[src/gte_pkg.sv]
// shared types, constants and functions of the grid thermal erosion block
package gte_pkg;

    localparam int HEIGHT_BITS  = 16;
    localparam int DEF_MAX_COLS = 64;
    localparam int DEF_MAX_ROWS = 64;
    localparam int TALUS_W      = 15;
    localparam int STRENGTH_W   = 16;
    localparam int SWEEP_W      = 16;
    localparam int GEOM_W       = 7;
    localparam int XFER_W       = 19;
    localparam int SUM_W        = 21;
    localparam int CFG_IDX_W    = 3;
    localparam int CFG_DATA_W   = 16;

    localparam logic [1:0] REQ_WRITE = 2'd0;
    localparam logic [1:0] REQ_RUN   = 2'd1;
    localparam logic [1:0] REQ_READ  = 2'd2;

    localparam logic [CFG_IDX_W-1:0] CFG_GRID_WIDTH  = 3'd0;
    localparam logic [CFG_IDX_W-1:0] CFG_GRID_HEIGHT = 3'd1;
    localparam logic [CFG_IDX_W-1:0] CFG_SWEEPS      = 3'd2;
    localparam logic [CFG_IDX_W-1:0] CFG_STRENGTH    = 3'd3;
    localparam logic [CFG_IDX_W-1:0] CFG_TALUS       = 3'd4;

    localparam logic signed [SUM_W-1:0] H_MAX_S = 21'sd32767;
    localparam logic signed [SUM_W-1:0] H_MIN_S = -21'sd32768;

    typedef struct packed {
        logic       clear;
        logic       here_en;
        logic       nb_en;
        logic [1:0] nb_idx;
        logic       mul_en;
    } eval_ctl_t;

    function automatic logic [HEIGHT_BITS-1:0] sat_height(input logic signed [SUM_W-1:0] v);
        logic [HEIGHT_BITS-1:0] r;
        if (v > H_MAX_S)
            r = H_MAX_S[HEIGHT_BITS-1:0];
        else if (v < H_MIN_S)
            r = H_MIN_S[HEIGHT_BITS-1:0];
        else
            r = v[HEIGHT_BITS-1:0];
        return r;
    endfunction

endpackage

[src/gte_eval.sv]
// steepest drop search over four neighbours and transfer amount multiplier
module gte_eval
    import gte_pkg::*;
(
    input  logic                   clk,
    input  logic                   rst_n,
    input  eval_ctl_t              ctl,
    input  logic [HEIGHT_BITS-1:0] din,
    input  logic [TALUS_W-1:0]     talus,
    input  logic [STRENGTH_W-1:0]  strength,
    output logic                   pick_valid,
    output logic [1:0]             pick_idx,
    output logic [XFER_W-1:0]      xfer
);

    logic [HEIGHT_BITS-1:0]     here_reg;
    logic [HEIGHT_BITS-1:0]     best_reg;
    logic                       pick_valid_reg;
    logic [1:0]                 pick_idx_reg;
    logic [XFER_W-1:0]          xfer_reg;
    logic signed [HEIGHT_BITS:0] drop;
    logic                       take;
    logic [HEIGHT_BITS-1:0]     excess;
    logic [2*HEIGHT_BITS-1:0]   prod;

    assign drop   = $signed({here_reg[HEIGHT_BITS-1], here_reg})
                  - $signed({din[HEIGHT_BITS-1], din});
    assign take   = (drop > $signed({2'b00, talus}))
                 && (drop > $signed({1'b0, best_reg}));
    assign excess = best_reg - {1'b0, talus};
    assign prod   = excess * strength;

    always_ff @(posedge clk or negedge rst_n)
    begin
        if (!rst_n)
        begin
            pick_valid_reg <= 1'b0;
            pick_idx_reg   <= 2'd0;
        end
        else if (ctl.clear)
        begin
            pick_valid_reg <= 1'b0;
            pick_idx_reg   <= 2'd0;
        end
        else if (ctl.nb_en && take)
        begin
            pick_valid_reg <= 1'b1;
            pick_idx_reg   <= ctl.nb_idx;
        end
    end

    always_ff @(posedge clk)
    begin
        if (ctl.clear)
        begin
            best_reg <= '0;
        end
        else if (ctl.nb_en && take)
        begin
            best_reg <= drop[HEIGHT_BITS-1:0];
        end
        if (ctl.here_en)
        begin
            here_reg <= din;
        end
        if (ctl.mul_en)
        begin
            // transfer is (drop - talus) * strength / 2 in Q.20, back to Q8.8
            xfer_reg <= prod[2*HEIGHT_BITS-1:13];
        end
    end

    assign pick_valid = pick_valid_reg;
    assign pick_idx   = pick_idx_reg;
    assign xfer       = xfer_reg;

endmodule

[config.mk]
export PLATFORM = sky130hd
export DESIGN_NAME = gte_eval
export DESIGN_NICKNAME = d
export VERILOG_FILES = /design/src/gte_pkg.sv /design/src/gte_eval.sv
export SDC_FILE = /design/constraint.sdc
export NUM_CORES = 1
export LEC_CHECK = 0
export ABC_AREA = 1
export BUFFER_PORTS_ARGS = -buffer_cell sky130_fd_sc_hd__buf_4
export CELL_PAD_IN_SITES_DETAIL_PLACEMENT = 2
export CELL_PAD_IN_SITES_GLOBAL_PLACEMENT = 2
export CORE_ASPECT_RATIO = 0.5
export CORE_UTILIZATION = 42
export DETAILED_ROUTE_END_ITERATION = 8
export GPL_TIMING_DRIVEN = 0
export PLACE_DENSITY_LB_ADDON = 0.1
export SETUP_SLACK_MARGIN = 0.4
export SYNTH_ARGS = -nofsm -noshare
export SYNTH_HDL_FRONTEND = slang
export SYNTH_SLANG_ARGS = --single-unit
[constraint.sdc]
create_clock -name clk -period 15 [get_ports clk]
set_input_delay 1.5 -clock clk [delete_from_list [all_inputs] [get_ports clk]]
set_output_delay 1.5 -clock clk [all_outputs]
set_load 0.03 [all_outputs]
==> key figures <==
Outcome
  – Status: completed

Cells and area
  – Most frequent cells in the layout: inv_1 (362), nand2_1 (272), fa_1 (195)
  – Share of layout cells above drive strength 1: slightly below 8%
  – Commonest non-fill, non-tap cell in the layout: inv_1
  – Area growth syn-to-layout: 9.53%
  – Final #Nets: a little over 2000
  – Cell Count, Final, Fillers Out: slightly above 2000
  – Flip-flop count of the largest register after layout: 19
  – Fillers: 3365

Clock network
  – # resized after CTS: 0
  – CTS Hold Bufs: 0
  – H-tree depth: 2
  – Clock Tree Buf Depth: 2
  – Clock transition at path regs: approximately 80 ps
  – CTS tree: yes
  – Number of CTS-inserted buffers: 5
  – CTS root buf: clkbuf_16
  – Post-CTS Setup Inserts: 0
  – Later-pin clock latency in the skew report: about 320 ps
  – TritonCTS Sinks: 54

Floorplanning
  – Die area: a little over 30000 um2
  – Rows: 44
  – Initial Util: 42.9%
  – I/O pin count: 77
  – Core box area: 29100 um2
  – Die height: around 120 um
  – Die Width: 246 um

Synth
  – Yosys reg bits: 54
  – Top FF cell, synth: edfxtp_1
  – Compound-Gate Fraction of Synth Area: about 6.5%
  – Mapped Avg Cell Area: just over 8 um2
  – Synth Area in Simple Gates: 18.8%
  – Post-synth EDFFs: 35
  – Multiplexer area fraction after synthesis: 0%
  – Synth warn: 0
  – Post-synthesis xor/xnor area fraction: under 10%
  – Largest family of logic cells by synthesized area: adder cells
  – Post-Synth Adder-Cell Area: between 40% and 50%
  – Cell taking the most area after synthesis: fa_1
  – Post-Syn Nets: between 1500 and 2000
  – Asr flop ratio synth: between 5 and 6%
  – Share of the synthesized area in the top cell type: around 31%
  – Number of distinct library cells after synthesis: 46
  – Dominant cells by area after synthesis: fa_1 (31%), ha_1 (16%), inv_1 (11%)
  – Syn Inst Count: 1541
  – Seq/Total Area, Yosys: a little under an eighth
  – Mapped cell area: approximately 12000 um2

Global routing
  – Total global routing overflow: 0
  – Antenna violations before repair: 0
  – All-layer global routing usage: about 30%
  – First-pass GRT wire length: roughly 67000 um
  – Largest net degree at the start of global routing: 20
  – Number of global-route vias before repair: 12402

Worst setup path
  – R2r setup slk: 6430 ps
  – Critical path's slowest cell: xor2_2
  – Critical Path AT: around 9500 ps
  – RR Endpoint: xfer[14]$_DFFE_PP_
  – Setup crit end kind: register
  – Worst-path maximum fanout: 10
  – Worst R2R Start: best_reg[0]$_SDFFE_PP0P_
  – Setup crit start: talus[0]
  – Critical path type: in -> reg
  – Crit path max-delay family: adder cells
  – Crit start category: primary input
  – Largest stage delay, worst path: 680 ps
  – Req. time, crit path: 15070 ps
  – R2R depth: 30
  – Worst path bufs/invs: 8

Drt
  – Final wirelength: around 43000 um
  – Starting DRT DRC Count: 443
  – Via/cell ratio: approximately 5.3
  – Drt pass-1 iters: 5
  – Vias: ~11000
  – Drt drc: 0
  – Final ANT Viol Nets: 0
  – Wirelength per Cell: between 20 and 25 um

Timing
  – Relative slew slack: between 30% and 40%
  – RSZ-0062 raised after global routing: false
  – Slew @ Worst Pin: ~980 ps
  – Tmin final: 9440 ps
  – Post-route setup TNS: 0 ps
  – Setup Viol. Count Final: 0
  – FMAX: between 100 and 150 MHz
  – Tcrit/Tclk final: a little over three fifths
  – Clock skew: between 4 and 5 ps
  – Pins Over Slew Limit: 0
  – Endpoints failing hold: 0

Worst hold path
  – Hold_sp: best_reg[8]$_SDFFE_PP0P_
  – Hold Crit Endpoint: best_reg[8]$_SDFFE_PP0P_
  – Hold path cells: 2
  – HP Class: reg -> reg

Placement
  – HPWL Detailed: about 38000 um
  – Final Wtd Congestion: about 0.90
  – PortBufs: 70
  – Placed Cells: about 2000

Run
  – Max-Cap Viols: 0
==> Yosys cell counts (4+ instances only) <==
cell	number
a21o_1	6
nor2_1	162
ha_1	163
o21bai_1	5
clkbuf_1	21
nand3_1	54
dfxtp_1	16
or2_2	15
nand4_1	29
a31oi_1	14
nand2_1	272
or2_1	6
xnor2_1	15
edfxtp_1	35
xor2_2	4
o21ai_0	22
nor3_1	7
xor2_1	24
fa_1	195
a21oi_1	64
inv_2	4
inv_1	362
==> final cells by class <==
class	count	area (um2)	share of cell area [%]
sequential	54	1450	10.6
clock buffer	5	125	0.917
clock inverter	3	18.8	0.138
tap	391	489	3.58
multi-input combinational	1091	9520	69.7
inverter	368	1380	10.1
timing repair buffer	71	537	3.93
antenna	1	2.50	0.0183
buffer	28	131	0.963
==> cell families (layout without fill, tap and decap cells) <==
| logic type | after synthesis | count (layout) |
|---|---|---|
| simple gates | 556 | 556 |
| flops | 54 | 54 |
| xor+xnor | 43 | 43 |
| other cells | 0 | 1 |
| buf+inv | 396 | 475 |
| compound gates | 134 | 134 |
| fa+ha+maj | 358 | 358 |
==> per-stage QoR <==
| step | hold slack [ps] | area, um2 | utilization, % | setup slack [ps] |
|---|---|---|---|---|
| floorplan | 464 | 12500 | - | 7090 |
| global placement | 485 | 13500 | 46.4 | 5660 |
| detailed placement | 494 | 13500 | 46.4 | 5240 |
| CTS | 507 | 13600 | 46.9 | 5590 |
| global route | 539 | 13600 | 46.9 | 5240 |
| finish | 508 | 13600 | 47.0 | 5560 |
==> routing by layer <==
| metal | wire length, um | part of all wire [%] | vias up | global-route usage [%] |
|---|---|---|---|---|
| li1 | - | - | 4904 | - |
| met1 | 18000 | 41 | 5525 | 34.9 |
| met2 | 22500 | 52 | 201 | 55.0 |
| met3 | 1400 | 3.2 | 79 | 3.66 |
| met4 | 1490 | 3.4 | 0 | 11.5 |
| met5 | 0 | 0 | - | 0 |
==> worst reg2reg max path, delay by kind of cell (launching register included) <==
kind	cells	cell delay, ps
adders and majority gates	9	4040
AOI/OAI and AO/OA	5	1330
buffers and inverters	8	930
xor gates and xnor gates	2	840
and+or+nand+nor	6	800
DFF	1	390
==> worst max-delay path by stage <==
stage                     cells after the start                  to  slack [ps]
after detailed placement                     30  xfer[14]$_DFFE_PP_        5240
final                                        30  xfer[14]$_DFFE_PP_        5560
after CTS                                    30  xfer[14]$_DFFE_PP_        5590
after global routing                         30  xfer[14]$_DFFE_PP_        5240
after floorplan                              30  xfer[14]$_DFFE_PP_        7090
after global placement                       25  xfer[14]$_DFFE_PP_        5660
Power is left out: the tool's default activity adds up to more than one toggle a clock period on the data nets, which glitch-free logic cannot reach.
